$ cat src/rtl/dca_pkg.sv
// Shared types, codes and constants of the door command arbiter.
package dca_pkg;

    localparam int TIME_W     = 32;
    localparam int ID_W       = 11;
    localparam int TIMEOUT_W  = 16;
    localparam int CFG_DATA_W = 16;

    // Configuration register indexes.
    localparam logic REG_FRAME_ID = 1'b0;
    localparam logic REG_TIMEOUT  = 1'b1;

    localparam logic [TIMEOUT_W-1:0] TIMEOUT_RESET = 16'd1000;

    // Driver button command codes.
    localparam logic [3:0] DCMD_NONE        = 4'd0;
    localparam logic [3:0] DCMD_OPEN_LEFT   = 4'd1;
    localparam logic [3:0] DCMD_OPEN_RIGHT  = 4'd2;
    localparam logic [3:0] DCMD_OPEN_ALL    = 4'd3;
    localparam logic [3:0] DCMD_CLOSE_LEFT  = 4'd4;
    localparam logic [3:0] DCMD_CLOSE_RIGHT = 4'd5;
    localparam logic [3:0] DCMD_CLOSE_ALL   = 4'd6;
    localparam logic [3:0] DCMD_EVACUATE    = 4'd7;

    // Bus frame command bytes.
    localparam logic [7:0] FCODE_OPEN_LEFT   = 8'h01;
    localparam logic [7:0] FCODE_OPEN_RIGHT  = 8'h02;
    localparam logic [7:0] FCODE_OPEN_ALL    = 8'h03;
    localparam logic [7:0] FCODE_CLOSE_LEFT  = 8'h11;
    localparam logic [7:0] FCODE_CLOSE_RIGHT = 8'h12;
    localparam logic [7:0] FCODE_CLOSE_ALL   = 8'h13;

    localparam logic [7:0] CHECK_MASK     = 8'hFF;
    localparam logic [3:0] FRAME_DATA_LEN = 4'd2;

    typedef enum logic [1:0] {
        OP_TICK,
        OP_DRIVER,
        OP_FRAME,
        OP_SET_MODE
    } op_t;

    typedef enum logic [2:0] {
        ST_OK,
        ST_PARAM,
        ST_STATE,
        ST_CHECK,
        ST_DATA
    } status_t;

    typedef enum logic [1:0] {
        EV_NONE,
        EV_OPEN,
        EV_CLOSE
    } event_t;

    typedef enum logic [1:0] {
        MODE_REGULAR,
        MODE_REDUCED,
        MODE_EMERG,
        MODE_DIAG
    } mode_t;

    typedef struct packed {
        op_t               op;
        logic [TIME_W-1:0] now_ms;
        logic [3:0]        driver_cmd;
        logic [ID_W-1:0]   frame_ident;
        logic [3:0]        frame_len;
        logic [7:0]        frame_code;
        logic [7:0]        frame_check;
        logic [2:0]        new_mode;
        logic              left_is_open;
        logic              right_is_open;
    } item_t;

    typedef struct packed {
        mode_t             op_mode;
        event_t            pending_left;
        event_t            pending_right;
        logic [TIME_W-1:0] last_frame_time;
        logic              frame_timed_out;
    } state_t;

    typedef struct packed {
        logic [ID_W-1:0]      frame_id;
        logic [TIMEOUT_W-1:0] timeout_ms;
    } cfg_t;

    typedef struct packed {
        status_t status;
        event_t  left_event;
        event_t  right_event;
        logic    timeout_flag;
        logic    timeout_fault;
        logic    check_fault;
        mode_t   mode_now;
    } result_t;

endpackage

$ cat src/rtl/dca_step.sv
// Combinational command decode and state update for one transaction.
module dca_step (
    input  dca_pkg::item_t   item,
    input  dca_pkg::state_t  cur,
    input  dca_pkg::cfg_t    cfg,
    output dca_pkg::state_t  nxt,
    output dca_pkg::result_t res
);
    import dca_pkg::*;

    logic [TIME_W-1:0] age;
    logic              age_over;
    logic [1:0]        q_side;   // bit 0 left, bit 1 right
    event_t            q_ev;

    assign age      = item.now_ms - cur.last_frame_time;
    assign age_over = age > {{(TIME_W-TIMEOUT_W){1'b0}}, cfg.timeout_ms};

    always_comb begin
        nxt    = cur;
        q_side = 2'b00;
        q_ev   = EV_NONE;

        res.status        = ST_OK;
        res.left_event    = EV_NONE;
        res.right_event   = EV_NONE;
        res.timeout_fault = 1'b0;
        res.check_fault   = 1'b0;

        unique case (item.op)
            OP_TICK: begin
                // The age check is skipped until a frame has been stamped.
                if (cur.last_frame_time != '0 && age_over) begin
                    nxt.frame_timed_out = 1'b1;
                    res.timeout_fault   = 1'b1;
                end
                res.left_event    = cur.pending_left;
                res.right_event   = cur.pending_right;
                nxt.pending_left  = EV_NONE;
                nxt.pending_right = EV_NONE;
                if (cur.op_mode == MODE_EMERG) begin
                    if (!item.left_is_open) begin
                        nxt.pending_left = EV_OPEN;
                    end
                    if (!item.right_is_open) begin
                        nxt.pending_right = EV_OPEN;
                    end
                end
            end
            OP_DRIVER: begin
                if (item.driver_cmd[3]) begin
                    res.status = ST_PARAM;
                end else if (cur.op_mode == MODE_DIAG) begin
                    res.status = ST_STATE;
                end else begin
                    unique case (item.driver_cmd)
                        DCMD_OPEN_LEFT:   begin q_side = 2'b01; q_ev = EV_OPEN;  end
                        DCMD_OPEN_RIGHT:  begin q_side = 2'b10; q_ev = EV_OPEN;  end
                        DCMD_OPEN_ALL:    begin q_side = 2'b11; q_ev = EV_OPEN;  end
                        DCMD_CLOSE_LEFT:  begin q_side = 2'b01; q_ev = EV_CLOSE; end
                        DCMD_CLOSE_RIGHT: begin q_side = 2'b10; q_ev = EV_CLOSE; end
                        DCMD_CLOSE_ALL:   begin q_side = 2'b11; q_ev = EV_CLOSE; end
                        DCMD_EVACUATE: begin
                            nxt.op_mode = MODE_EMERG;
                            q_side      = 2'b11;
                            q_ev        = EV_OPEN;
                        end
                        default: begin
                            q_side = 2'b00;
                        end
                    endcase
                end
            end
            OP_FRAME: begin
                if (item.frame_ident != cfg.frame_id || item.frame_len != FRAME_DATA_LEN) begin
                    res.status = ST_PARAM;
                end else if (item.frame_check != (CHECK_MASK ^ item.frame_code)) begin
                    res.status      = ST_CHECK;
                    res.check_fault = 1'b1;
                end else begin
                    unique case (item.frame_code)
                        FCODE_OPEN_LEFT:   begin q_side = 2'b01; q_ev = EV_OPEN;  end
                        FCODE_OPEN_RIGHT:  begin q_side = 2'b10; q_ev = EV_OPEN;  end
                        FCODE_OPEN_ALL:    begin q_side = 2'b11; q_ev = EV_OPEN;  end
                        FCODE_CLOSE_LEFT:  begin q_side = 2'b01; q_ev = EV_CLOSE; end
                        FCODE_CLOSE_RIGHT: begin q_side = 2'b10; q_ev = EV_CLOSE; end
                        FCODE_CLOSE_ALL:   begin q_side = 2'b11; q_ev = EV_CLOSE; end
                        default: begin
                            res.status = ST_DATA;
                        end
                    endcase
                    if (res.status == ST_OK) begin
                        nxt.last_frame_time = item.now_ms;
                        nxt.frame_timed_out = 1'b0;
                    end
                end
            end
            OP_SET_MODE: begin
                if (item.new_mode[2]) begin
                    res.status = ST_PARAM;
                end else begin
                    nxt.op_mode = mode_t'(item.new_mode[1:0]);
                    if (mode_t'(item.new_mode[1:0]) == MODE_EMERG) begin
                        q_side = 2'b11;
                        q_ev   = EV_OPEN;
                    end
                end
            end
            default: begin
                res.status = ST_OK;
            end
        endcase

        if (q_side[0]) begin
            nxt.pending_left = q_ev;
        end
        if (q_side[1]) begin
            nxt.pending_right = q_ev;
        end

        res.timeout_flag = nxt.frame_timed_out;
        res.mode_now     = nxt.op_mode;
    end

endmodule

$ cat src/rtl/door_command_arbiter.sv
// Top level of the door command arbiter: input register, state, result register.
//
// The arbiter takes one transaction per clock cycle on the s_ channel while s_ready is
// high and returns exactly one result per transaction on the m_ channel, in order. A
// transaction is captured in an input register; in the cycle it moves on, the command
// decode and the state update are done in one pass of combinational logic and the result
// is written into the output register, from which it is presented on the m_ channel.
// Throughput is one transaction per cycle as long as m_ready is high; the only limit is
// the single output register, which holds a result until it is taken, and s_ready drops
// only when both the input and the output register are full and m_ready is low. Ticks
// dispatch and clear the pending door events, in emergency mode queue an open event for
// each door that is not open, and check the age of the last valid bus frame against the
// timeout register, with the age computed modulo 2^32 and skipped while no frame has been
// stamped. The two configuration registers (index 0 the command frame identifier, index 1
// the timeout in milliseconds) are written through cfg_wr_en with no wait state and must
// only be written while no transaction is in flight.
module door_command_arbiter (
    input  logic                              aclk,
    input  logic                              aresetn,

    input  logic                              cfg_wr_en,
    input  logic                              cfg_index,
    input  logic [dca_pkg::CFG_DATA_W-1:0]    cfg_wr_data,

    input  logic                              s_valid,
    output logic                              s_ready,
    input  logic [1:0]                        s_op,
    input  logic [dca_pkg::TIME_W-1:0]        s_now_ms,
    input  logic [3:0]                        s_driver_cmd,
    input  logic [dca_pkg::ID_W-1:0]          s_frame_ident,
    input  logic [3:0]                        s_frame_len,
    input  logic [7:0]                        s_frame_code,
    input  logic [7:0]                        s_frame_check,
    input  logic [2:0]                        s_new_mode,
    input  logic                              s_left_is_open,
    input  logic                              s_right_is_open,

    output logic                              m_valid,
    input  logic                              m_ready,
    output logic [2:0]                        m_status,
    output logic [1:0]                        m_left_event,
    output logic [1:0]                        m_right_event,
    output logic                              m_timeout_flag,
    output logic                              m_timeout_fault,
    output logic                              m_check_fault,
    output logic [1:0]                        m_mode_now
);
    import dca_pkg::*;

    // Input register stage.
    logic    in_valid_reg;
    item_t   item_reg;
    item_t   item_next;

    // Block state and configuration.
    state_t  state_reg;
    state_t  state_next;
    cfg_t    cfg_reg;

    // Result register stage.
    logic    out_valid_reg;
    result_t result_reg;
    result_t result_next;

    logic    advance;

    // The held transaction is processed when the result register is free or being emptied.
    assign advance = in_valid_reg && (!out_valid_reg || m_ready);
    assign s_ready = !in_valid_reg || advance;

    always_comb begin
        item_next.op            = op_t'(s_op);
        item_next.now_ms        = s_now_ms;
        item_next.driver_cmd    = s_driver_cmd;
        item_next.frame_ident   = s_frame_ident;
        item_next.frame_len     = s_frame_len;
        item_next.frame_code    = s_frame_code;
        item_next.frame_check   = s_frame_check;
        item_next.new_mode      = s_new_mode;
        item_next.left_is_open  = s_left_is_open;
        item_next.right_is_open = s_right_is_open;
    end

    dca_step u_step (
        .item (item_reg),
        .cur  (state_reg),
        .cfg  (cfg_reg),
        .nxt  (state_next),
        .res  (result_next)
    );

    // Configuration registers.
    always_ff @(posedge aclk) begin
        if (!aresetn) begin
            cfg_reg.frame_id   <= '0;
            cfg_reg.timeout_ms <= TIMEOUT_RESET;
        end else if (cfg_wr_en) begin
            unique case (cfg_index)
                REG_FRAME_ID: cfg_reg.frame_id   <= cfg_wr_data[ID_W-1:0];
                REG_TIMEOUT:  cfg_reg.timeout_ms <= cfg_wr_data[TIMEOUT_W-1:0];
                default: begin
                    cfg_reg <= cfg_reg;
                end
            endcase
        end
    end

    // Input register: valid is control, the payload needs no reset.
    always_ff @(posedge aclk) begin
        if (!aresetn) begin
            in_valid_reg <= 1'b0;
        end else if (s_ready) begin
            in_valid_reg <= s_valid;
        end
    end

    always_ff @(posedge aclk) begin
        if (s_valid && s_ready) begin
            item_reg <= item_next;
        end
    end

    // State moves forward exactly once per processed transaction.
    always_ff @(posedge aclk) begin
        if (!aresetn) begin
            state_reg.op_mode         <= MODE_REGULAR;
            state_reg.pending_left    <= EV_NONE;
            state_reg.pending_right   <= EV_NONE;
            state_reg.last_frame_time <= '0;
            state_reg.frame_timed_out <= 1'b0;
        end else if (advance) begin
            state_reg <= state_next;
        end
    end

    // Result register holds its transaction until the consumer takes it.
    always_ff @(posedge aclk) begin
        if (!aresetn) begin
            out_valid_reg <= 1'b0;
        end else if (advance) begin
            out_valid_reg <= 1'b1;
        end else if (m_ready) begin
            out_valid_reg <= 1'b0;
        end
    end

    always_ff @(posedge aclk) begin
        if (advance) begin
            result_reg <= result_next;
        end
    end

    assign m_valid         = out_valid_reg;
    assign m_status        = result_reg.status;
    assign m_left_event    = result_reg.left_event;
    assign m_right_event   = result_reg.right_event;
    assign m_timeout_flag  = result_reg.timeout_flag;
    assign m_timeout_fault = result_reg.timeout_fault;
    assign m_check_fault   = result_reg.check_fault;
    assign m_mode_now      = result_reg.mode_now;

endmodule
$ cat config.mk
export PLATFORM = sky130hd
export DESIGN_NAME = door_command_arbiter
export DESIGN_NICKNAME = d
export VERILOG_FILES = /design/src/rtl/dca_pkg.sv /design/src/rtl/dca_step.sv /design/src/rtl/door_command_arbiter.sv
export SDC_FILE = /design/constraint.sdc
export NUM_CORES = 1
export LEC_CHECK = 0
export BUFFER_PORTS_ARGS = -buffer_cell sky130_fd_sc_hd__buf_2
export CAP_MARGIN = 20
export CORE_MARGIN = 5
export CORE_UTILIZATION = 60
export CTS_BUF_LIST = sky130_fd_sc_hd__clkbuf_8
export CTS_CLUSTER_SIZE = 10
export DETAILED_ROUTE_END_ITERATION = 10
export PLACE_DENSITY = 0.82
export SETUP_SLACK_MARGIN = 0.5
export SYNTH_ARGS = -nofsm -noshare
export SYNTH_HDL_FRONTEND = slang
export SYNTH_HIERARCHICAL = 1
export SYNTH_SLANG_ARGS = --single-unit
$ cat constraint.sdc
create_clock -name aclk -period 9 [get_ports aclk]
set_input_delay 1.35 -clock aclk [delete_from_list [all_inputs] [get_ports aclk]]
set_output_delay 1.35 -clock aclk [all_outputs]
set_load 0.05 [all_outputs]
==> flow_metrics.env, run 1 <==
export IMPL_hold_violations=0
export IMPL_critPathSlowestCell="a2111oi_0"
export IMPL_ant_nets=0
export IMPL_htree_levels=4
export IMPL_largest_register_ffs=74
export IMPL_cts_resized=0
export IMPL_drt_first_iter_violations=450
export IMPL_setup_violations_final=0
export IMPL_clk_path_buf_depth=2
export IMPL_power_density_mw_per_mm2=156
export IMPL_period_share_pct=54.7
export IMPL_grt_overflow=0
export IMPL_coreArea_mm2=0.0146
export IMPL_syn_to_final_growth_pct=10.7
export IMPL_synth_most_common_cell="nand2_1"
export IMPL_ys_types=74
export IMPL_row_count=44
export IMPL_fillers=1165
export IMPL_synth_fa_ha_area_share_pct=6.80
export IMPL_end_kind="flip-flop"
export IMPL_hold_class="flip-flop to flip-flop"
export IMPL_seq_area_frac_synth_pct=44.1
export IMPL_cts_tree="done"
export IMPL_criticalPathCategory="flip-flop to flip-flop"
export IMPL_async_reset_ff_share_pct=0
export IMPL_wl_um=19600
export IMPL_n_antenna_cell=0
export IMPL_ys_warn_count=6
export IMPL_tightestPinTransition_ns=0.974
export IMPL_synth_top_family_by_area="simple AND/OR/NAND/NOR gates"
export IMPL_synth_seq_cells=154
export IMPL_synth_area_per_cell_um2=9.61
export IMPL_start_kind="flip-flop"
export IMPL_drc=0
export IMPL_synth_main_ff_cell="edfxtp_1"
export IMPL_cts_buffers=17
export IMPL_synth_top_area_cell="edfxtp_1"
export IMPL_post_route_util_pct=67.8
export IMPL_synth_common_cells="nand2_1, edfxtp_1, dfxtp_1"
export IMPL_power_total_uw=1550
export IMPL_drv_slew=0
export IMPL_drive_gt1_share_pct=18.0
export IMPL_syn_inst=931
export IMPL_clk_pin_slew_ns=0.09
export IMPL_port_buffers=109
export IMPL_grt_use_total_pct=22.3
export IMPL_cts_hold_buf=0
export IMPL_synth_simple_area_share_pct=17.3
export IMPL_vias_per_cell=5.78
export IMPL_p_leak_uw=0.00387
export IMPL_hpwlAfterDp_um=14400
export IMPL_critPathRequiredTime_ns=9.32
export IMPL_antenna_found_initial=1
export IMPL_synth_area_leaders="edfxtp_1, dfxtp_1, nand2_1"
export IMPL_crit_arrival_ns=5.25
export IMPL_path_cells="inv_1 > ha_1 > fa_1 > and2b_1 > o2111ai_1 > a211oi_2 > o21ai_0 > nor2b_1 > xnor2_1 > ha_1 > and4_1 > nand3_1 > or3_1 > a2111oi_0 > o2111ai_1 > nor4_2 > a32oi_1 > nand2_1 > mux2i_1"
export IMPL_die_y_um=132
export IMPL_dr_pass1_iters=6
export IMPL_cts_setup_buffers=0
export IMPL_synth_xor_area_share_pct=3.33
export IMPL_grt_pass1_vias=6677
export IMPL_finalWeightedCongestion=0.953
export IMPL_synthesis_area_mm2=0.00894
export IMPL_cts_sinks=154
export IMPL_r2r_setup_slack_ns=4.07
export IMPL_finClkSkew_ns=0.0175
export IMPL_ir_worst_vdd_mv=0.150
export IMPL_die_area_mm2=0.0175
export IMPL_max_cap_violations=0
export IMPL_synth_nets=1075
export IMPL_grt_pass1_wl_um=31900
export IMPL_grt_max_degree=108
export IMPL_ctsRootBufferMaster="clkbuf_8"
export IMPL_routedWlPerCell_um=16.0
export IMPL_nets=1169
export IMPL_synth_top_area_share_pct=28.9
export IMPL_die_width_um=132
export IMPL_tns_ns=0
export IMPL_slew_headroom_pct=35.1
export IMPL_ioPinCount=110
export IMPL_synth_edf_count=86
export IMPL_cpPeakStageDelay_ns=0.53
export IMPL_start_util_pct=61.3
export IMPL_status="completed"
export IMPL_rsz0062_at_grt="false"
export IMPL_fin_crit_ns=4.93
export IMPL_timing_fmax_mhz=203
export IMPL_synthMuxAreaShare_pct=8.71
export IMPL_synth_compound_area_share_pct=14.2
export IMPL_vias=7063
export IMPL_cp_max_fo=4
export IMPL_worstSkewPairLatency_ns=0.47
-- critical path, delay by kind of cell, from the launching register on --
family / cells / cell delay, ns
compound gates: 6 / 1.66
simple gates: 7 / 1.59
fa+ha+maj: 3 / 0.93
flops: 1 / 0.33
xor+xnor: 1 / 0.15
mux: 1 / 0.08
buf+inv: 1 / 0.05
-- final cells by class --
class / instances / area (um^2) / area share, %
timing repair buffer: 112 / 568 / 5.74
clock inverter: 15 / 181 / 1.83
clock buffer: 17 / 234 / 2.36
sequential: 154 / 3940 / 39.8
tap: 184 / 230 / 2.33
inverter: 62 / 233 / 2.35
multi-input combinational: 678 / 4510 / 45.5
-- where the power goes --
group	leakage [uW]	internal, uW	switching, uW	total [uW]
clock network	0.000216	259	290	548
registers	0.00139	774	17.1	791
logic	0.00227	82.7	124	207
total	0.00387	1120	431	1550
-- path summary, 6_finish.rpt --
check,from,end,cells past startpoint
worst min register to register,cfg_reg[12],cfg_reg[12],2
worst max register to register,item_reg[40],state_reg[0],19
worst max-delay path,item_reg[40],state_reg[0],19
worst min-delay path,cfg_reg[12],cfg_reg[12],2
-- metal layers --
metal  wire length [um]  GRT usage (%)
met1               8750           29.1
met3               1260           5.80
met2               9210           36.8
met5                  7              0
met4                376           6.63
-- layout by cell type (no fill, tap or decap), types with 12 or more instances in the layout --
cell type / netlist / final
a31oi_1: 12 / 12
mux2i_1: 43 / 43
nor2_1: 35 / 35
nor4_1: 17 / 17
o21ai_0: 39 / 39
mux2_2: 31 / 31
inv_1: 62 / 63
nor3_1: 12 / 12
o21a_1: 12 / 12
ha_1: 47 / 47
clkbuf_8: 0 / 17
buf_2: 15 / 109
xnor2_1: 18 / 18
edfxtp_1: 86 / 86
a21boi_0: 20 / 20
dfxtp_1: 68 / 68
a21oi_1: 45 / 45
nand3_1: 16 / 16
xor2_1: 16 / 16
nand2_1: 184 / 184
o211ai_1: 12 / 12
-- logic make-up after synthesis --
group | Yosys count
XOR/XNOR | 34
AND/OR/NAND/NOR | 329
flip-flops | 154
buffers and inverters | 99
multiplexers | 74
adder cells (fa/ha/maj) | 48
AO/OA/AOI/OAI | 193
-- through the flow --
stage | hold slack [ns] | cell area [um^2] | instances | worst slack, ns
floorplan | 0.435 | 8940 | 931 | 4.68
global placement | 0.447 | 9480 | 1190 | 4.25
detailed placement | 0.451 | 9480 | 1190 | 4.15
CTS | 0.467 | 9900 | 1222 | 4.12
global route | 0.487 | 9900 | 1222 | 3.74
finish | 0.462 | 9900 | 1222 | 4.07
(Power assumes the default switching activity.)
==> inputs of run 2 (changes only) <==
--- a/config.mk
+++ b/config.mk
@@ -8,11 +8,11 @@
 export BUFFER_PORTS_ARGS = -buffer_cell sky130_fd_sc_hd__buf_2
 export CAP_MARGIN = 20
 export CORE_MARGIN = 5
-export CORE_UTILIZATION = 60
+export CORE_UTILIZATION = 55
 export CTS_BUF_LIST = sky130_fd_sc_hd__clkbuf_8
 export CTS_CLUSTER_SIZE = 10
 export DETAILED_ROUTE_END_ITERATION = 10
-export PLACE_DENSITY = 0.82
+export PLACE_DENSITY = 0.79
 export SETUP_SLACK_MARGIN = 0.5
 export SYNTH_ARGS = -nofsm -noshare
 export SYNTH_HDL_FRONTEND = slang
==> constraint.sdc (replaced) <==
create_clock -name aclk -period 4 [get_ports aclk]
set_input_delay 0.6 -clock aclk [delete_from_list [all_inputs] [get_ports aclk]]
set_output_delay 0.6 -clock aclk [all_outputs]
set_load 0.05 [all_outputs]
==> run 2 against run 1 <==
  * The flow now finishes with violations (negative setup slack)
  * Largest power group unchanged
  * Critical endpoint is now m_timeout_fault
  * Highest routed layer unchanged
  * Non-clock buffer count increased by 37
  * Via count increased by 2.0%
  * Design area increased by 3.4%
  * Clock power increased by 100%
  * Die area increased by 8.4%
==> flow_metrics.env, run 2 (synthesis gave the netlist of run 1 again) <==
export IMPL_status="finished with violations"
export IMPL_violations="negative setup slack"
export IMPL_ff2ff_path_depth=19
export IMPL_cts_hold_buf=0
export IMPL_hold_class="input pin to flip-flop"
export IMPL_worstSkewPairLatency_ns=0.47
export IMPL_coreArea_mm2=0.0159
export IMPL_clk_pin_slew_ns=0.10
export IMPL_fin_crit_ns=4.34
export IMPL_ant_nets=0
export IMPL_start_kind="flip-flop"
export IMPL_ioPinCount=110
export IMPL_period_share_pct=108
export IMPL_end_kind="flip-flop"
export IMPL_row_count=46
export IMPL_drt_first_iter_violations=568
export IMPL_timing_fmax_mhz=231
export IMPL_dpl_worst_slack_ns=-0.316
export IMPL_dr_pass1_iters=5
export IMPL_critPathRequiredTime_ns=4.21
export IMPL_drive_gt1_share_pct=21.6
export IMPL_path_cells="inv_2 > ha_4 > fa_2 > and2b_1 > o2111ai_2 > buf_4 > buf_4 > a21boi_0 > nor2_1 > xnor2_1 > ha_1 > and4_1 > nand3_2 > or3_4 > a2111oi_4 > o2111ai_2 > nor4_4 > buf_4 > a31oi_1"
export IMPL_grt_pass1_vias=6946
export IMPL_final_cell_mix="nand2_1, buf_2, edfxtp_1"
export IMPL_port_buffers=109
export IMPL_vias=7201
export IMPL_max_cap_violations=0
export IMPL_final_common_cell="nand2_1"
export IMPL_ctsRootBufferMaster="clkbuf_8"
export IMPL_slew_headroom_pct=32.9
export IMPL_finClkSkew_ns=0.0153
export IMPL_n_antenna_cell=0
export IMPL_crit_arrival_ns=4.54
export IMPL_worst_slack_ns=-0.335
export IMPL_drv_slew=0
export IMPL_wl_um=21300
export IMPL_crit_path_frequent_cell="buf_4"
export IMPL_antenna_found_initial=2
export IMPL_die_y_um=138
export IMPL_rsz0062_at_grt="true"
export IMPL_power_total_uw=3390
export IMPL_setup_violations_final=3
export IMPL_tns_ns=-0.941
export IMPL_ir_worst_vdd_mv=0.291
export IMPL_cts_buffers=17
export IMPL_dp_cells=1253
export IMPL_tightestPinTransition_ns=1.01
export IMPL_grt_max_degree=108
export IMPL_grt_overflow=0
export IMPL_htree_levels=4
export IMPL_post_route_util_pct=64.2
export IMPL_routedWlPerCell_um=16.5
export IMPL_min_path_cells=1
export IMPL_cts_tree="done"
export IMPL_die_width_um=138
export IMPL_p_leak_uw=0.00404
export IMPL_clk_path_buf_depth=2
export IMPL_hpwlAfterDp_um=15600
export IMPL_critPathSlowestCell="edfxtp_1"
export IMPL_die_area_mm2=0.0189
export IMPL_finalNonFillerCells=1291
export IMPL_drc=0
export IMPL_criticalPathCategory="flip-flop to flip-flop"
export IMPL_vias_per_cell=5.58
export IMPL_hold_violations=0
export IMPL_cp_max_fo=3
export IMPL_grt_use_total_pct=23.3
export IMPL_power_density_mw_per_mm2=331
export IMPL_cts_sinks=154
export IMPL_start_util_pct=56.1
export IMPL_nets=1206
export IMPL_largest_register_ffs=74
export IMPL_cpPeakStageDelay_ns=0.35
export IMPL_syn_to_final_growth_pct=14.4
export IMPL_finalWeightedCongestion=0.982
export IMPL_grt_pass1_wl_um=34300
## run 2: cell types whose count changed in the layout (fill, tap and decap cells not counted), sizes merged
| cell | delta |
|---|---|
| bufinv | -2 |
| buf | +37 |
| inv | +2 |
## run 2: worst paths after layout
check / from / end / slack (ns)
worst max-delay path: item_reg[40] / m_timeout_fault / -0.34
worst min-delay path: s_op[0] / item_reg[72] / 0.30
worst max register to register: item_reg[40] / m_timeout_fault / -0.34
worst min register to register: cfg_reg[12] / cfg_reg[12] / 0.46
## run 2: power breakdown
part	internal (uW)	total [uW]	switching, uW
Combinational	203	505	301
Clock	454	1110	652
Sequential	1740	1780	38.2
## run 2: area by class of cell
cell class,count,area [um^2]
clock buffer,17,234
clock inverter,15,131
fill,1348,5710
inverter,62,233
multi-input combinational,678,4580
sequential,154,3940
tap,216,270
timing repair buffer,149,846
## run 2: timing repair
item,4_1_cts,5_1_grt
setup endpoints to repair,3,3
hold endpoints to repair,0,0
resized for setup,5,3
pin swaps,0,2
buffers inserted,4,2
## run 2: metal layers
| layer | vias up | GRT usage [%] | routed length, um |
|---|---|---|---|
| li1 | 3593 | - | - |
| met1 | 3365 | 29.7 | 9390 |
| met2 | 208 | 38.7 | 10100 |
| met3 | 33 | 5.59 | 1260 |
| met4 | 2 | 7.76 | 470 |
| met5 | - | 0 | 10 |
## run 2: worst max-delay path, delay by kind of cell, from the launching register on
kind	cells	cell delay [ns]
compound gates	5	0.99
flops	1	0.35
simple gates	6	1.32
fa+ha+maj	3	0.78
buf+inv	4	0.49
xor+xnor	1	0.15
## run 2: per-stage QoR
step	hold slack, ns	area, um^2
after floorplan	0.435	8960
after global placement	0.442	9780
after detailed placement	0.448	9780
after CTS	0.268	10200
after global routing	0.263	10200
final	0.302	10200
==> inputs of run 3 (changes only) <==
--- a/config.mk
+++ b/config.mk
@@ -12,7 +12,7 @@
 export CTS_BUF_LIST = sky130_fd_sc_hd__clkbuf_8
 export CTS_CLUSTER_SIZE = 10
 export DETAILED_ROUTE_END_ITERATION = 10
-export PLACE_DENSITY = 0.79
+export PLACE_DENSITY = 0.84
 export SETUP_SLACK_MARGIN = 0.5
 export SYNTH_ARGS = -nofsm -noshare
 export SYNTH_HDL_FRONTEND = slang
==> run 3 against run 2 <==
  * The run still ends with negative setup slack left
  * Clock-buffer cell count stayed put
  * Sequential cell count stayed put
  * Global-route usage is 0.15 points lower
  * Utilization is 0.67 points higher
  * Wire length is 0.23% lower
  * Critical path depth is 1 lower
  * Final cell count is 0.39% higher
  * Setup slack better by 0.025 ns
  * Design area is 1.1% higher
  * Clock power is 6% higher
  * Hold slack worse by 0.013 ns
  * Critical path type unchanged
==> flow_metrics.env, run 3 (synthesis gave the netlist of run 1 again) <==
export IMPL_finClkSkew_ns=0.0252
export IMPL_dr_pass1_iters=8
export IMPL_clk_path_buf_depth=2
export IMPL_path_cells="inv_2 > ha_4 > fa_2 > and2b_2 > o2111ai_4 > a211oi_2 > o21ai_1 > nor2b_2 > xnor2_1 > ha_1 > and4_4 > nand3_4 > or3_4 > a2111oi_4 > o2111ai_2 > nor4_2 > buf_4 > a31oi_1"
export IMPL_grt_pass1_vias=7106
export IMPL_port_buffers=109
export IMPL_final_common_cell="nand2_1"
export IMPL_post_route_util_pct=64.9
export IMPL_ir_worst_vdd_mv=0.280
export IMPL_wl_um=21200
export IMPL_p_int_uw=2430
export IMPL_cpPeakStageDelay_ns=0.36
export IMPL_cp_max_fo=3
export IMPL_cts_buffers=17
export IMPL_status="finished with violations"
export IMPL_routedWlPerCell_um=16.4
export IMPL_crit_arrival_ns=4.51
export IMPL_p_leak_uw=0.00407
export IMPL_seqPwrFrac_pct=51.2
export IMPL_vias=7384
export IMPL_drt_first_iter_violations=543
export IMPL_fin_area_mm2=0.0103
export IMPL_hold_class="input pin to flip-flop"
export IMPL_vias_per_cell=5.70
export IMPL_syn_to_final_growth_pct=15.6
export IMPL_combPwrFrac_pct=14.9
export IMPL_worstSkewPairLatency_ns=0.48
export IMPL_critPathRequiredTime_ns=4.20
export IMPL_clk_pin_slew_ns=0.11
export IMPL_slew_headroom_pct=33.3
export IMPL_p_sw_share_pct=30.0
export IMPL_start_util_pct=56.1
export IMPL_grt_use_total_pct=23.1
export IMPL_final_cell_mix="nand2_1, buf_2, edfxtp_1"
export IMPL_die_y_um=138
export IMPL_cts_sinks=154
export IMPL_drv_slew=0
export IMPL_timing_fmax_mhz=232
export IMPL_criticalPathCategory="flip-flop to flip-flop"
export IMPL_clock_power_share_pct=33.9
export IMPL_cts_tree="done"
export IMPL_drive_gt1_share_pct=22.4
export IMPL_grt_overflow=0
export IMPL_setup_violations_final=3
export IMPL_fillers=1306
export IMPL_drc=0
export IMPL_violations="negative setup slack"
export IMPL_tightestPinTransition_ns=1.00
export IMPL_worst_slack_ns=-0.310
export IMPL_antenna_found_initial=3
export IMPL_period_share_pct=108
export IMPL_fin_crit_ns=4.31
export IMPL_critPathSlowestCell="nor4_2"
export IMPL_hold_violations=0
export IMPL_row_count=46
export IMPL_coreArea_mm2=0.0159
export IMPL_rsz0062_at_grt="true"
export IMPL_grt_pass1_wl_um=34400
export IMPL_nets=1210
export IMPL_hpwlAfterDp_um=15600
export IMPL_end_kind="flip-flop"
export IMPL_largest_register_ffs=74
export IMPL_grt_max_degree=108
export IMPL_finalWeightedCongestion=0.946
export IMPL_p_switching_uw=1040
export IMPL_ctsRootBufferMaster="clkbuf_8"
export IMPL_placed_area_mm2=0.00980
export IMPL_die_area_mm2=0.0189
export IMPL_htree_levels=4
export IMPL_ioPinCount=110
export IMPL_ant_nets=0
export IMPL_max_cap_violations=0
export IMPL_power_density_mw_per_mm2=336
export IMPL_hold_slack_ns=0.289
export IMPL_start_kind="flip-flop"
export IMPL_die_width_um=138
-- run 3: cell types whose count changed in the layout (fill, tap and decap cells not counted), sizes merged --
cell / change
buf: +4
inv: -3
clkinv: +2
clkinvlp: +1
diode: +1
-- run 3: path summary, 6_finish.rpt --
path / from / to / slack (ns) / cells past startpoint
worst max register to register: item_reg[40] / m_timeout_fault / -0.31 / 18
worst min register to register: cfg_reg[12] / cfg_reg[12] / 0.46 / 2
worst max-delay path: item_reg[40] / m_timeout_fault / -0.31 / 18
worst min-delay path: s_frame_ident[9] / item_reg[34] / 0.29 / 1
-- run 3: critical path: cells and delay by family, from the launching register on --
family / cells / cell delay (ns)
flip-flops: 1 / 0.35
AO/OA/AOI/OAI: 6 / 1.06
buffers and inverters: 2 / 0.22
adder cells (fa/ha/maj): 3 / 0.82
AND/OR/NAND/NOR: 6 / 1.46
XOR/XNOR: 1 / 0.13
-- run 3: area by class of cell --
class                      count  area (um^2)  area share, %
clock buffer                  17          234           2.26
inverter                      62          233           2.25
clock inverter                15          178           1.72
sequential                   154         3940           38.1
multi-input combinational    678         4600           44.5
antenna                        1         2.50         0.0242
timing repair buffer         153          876           8.47
tap                          216          270           2.61
-- run 3: routing by layer --
metal  vias up  routed length (um)  global-route usage (%)
met5         -                  25                       0
met4         4                 505                    7.48
met3        44                1350                    5.88
met2       253               10400                    38.6
met1      3465                8910                    29.3
li1       3618                   -                       -
-- run 3: per-stage QoR --
step	setup TNS [ns]	setup slack (ns)	total power (uW)	instances
after floorplan	-0.0383	-0.0383	2150	931
after detailed placement	-0.899	-0.348	2300	1256
final	-0.874	-0.310	3480	1296
after CTS	-0.633	-0.260	3490	1292
after global placement	-0.554	-0.224	2290	1256
after global routing	-1.34	-0.471	3630	1296
-- run 3: power by group through the flow --
stage | sequential [uW] | clock, uW | combinational (uW)
floorplan | 1830 | 0 | 327
global placement | 1810 | 0 | 478
CTS | 1780 | 1210 | 500
finish | 1780 | 1180 | 517
detailed placement | 1820 | 0 | 486
global route | 1790 | 1280 | 568
-- run 3: what timing repair did --
item	4_1_cts	5_1_grt
buffers inserted	4	3
gates cloned	0	0
endpoints found under the setup margin	3	3
pin swaps	4	3
resized for setup	6	8
hold buffers	0	0
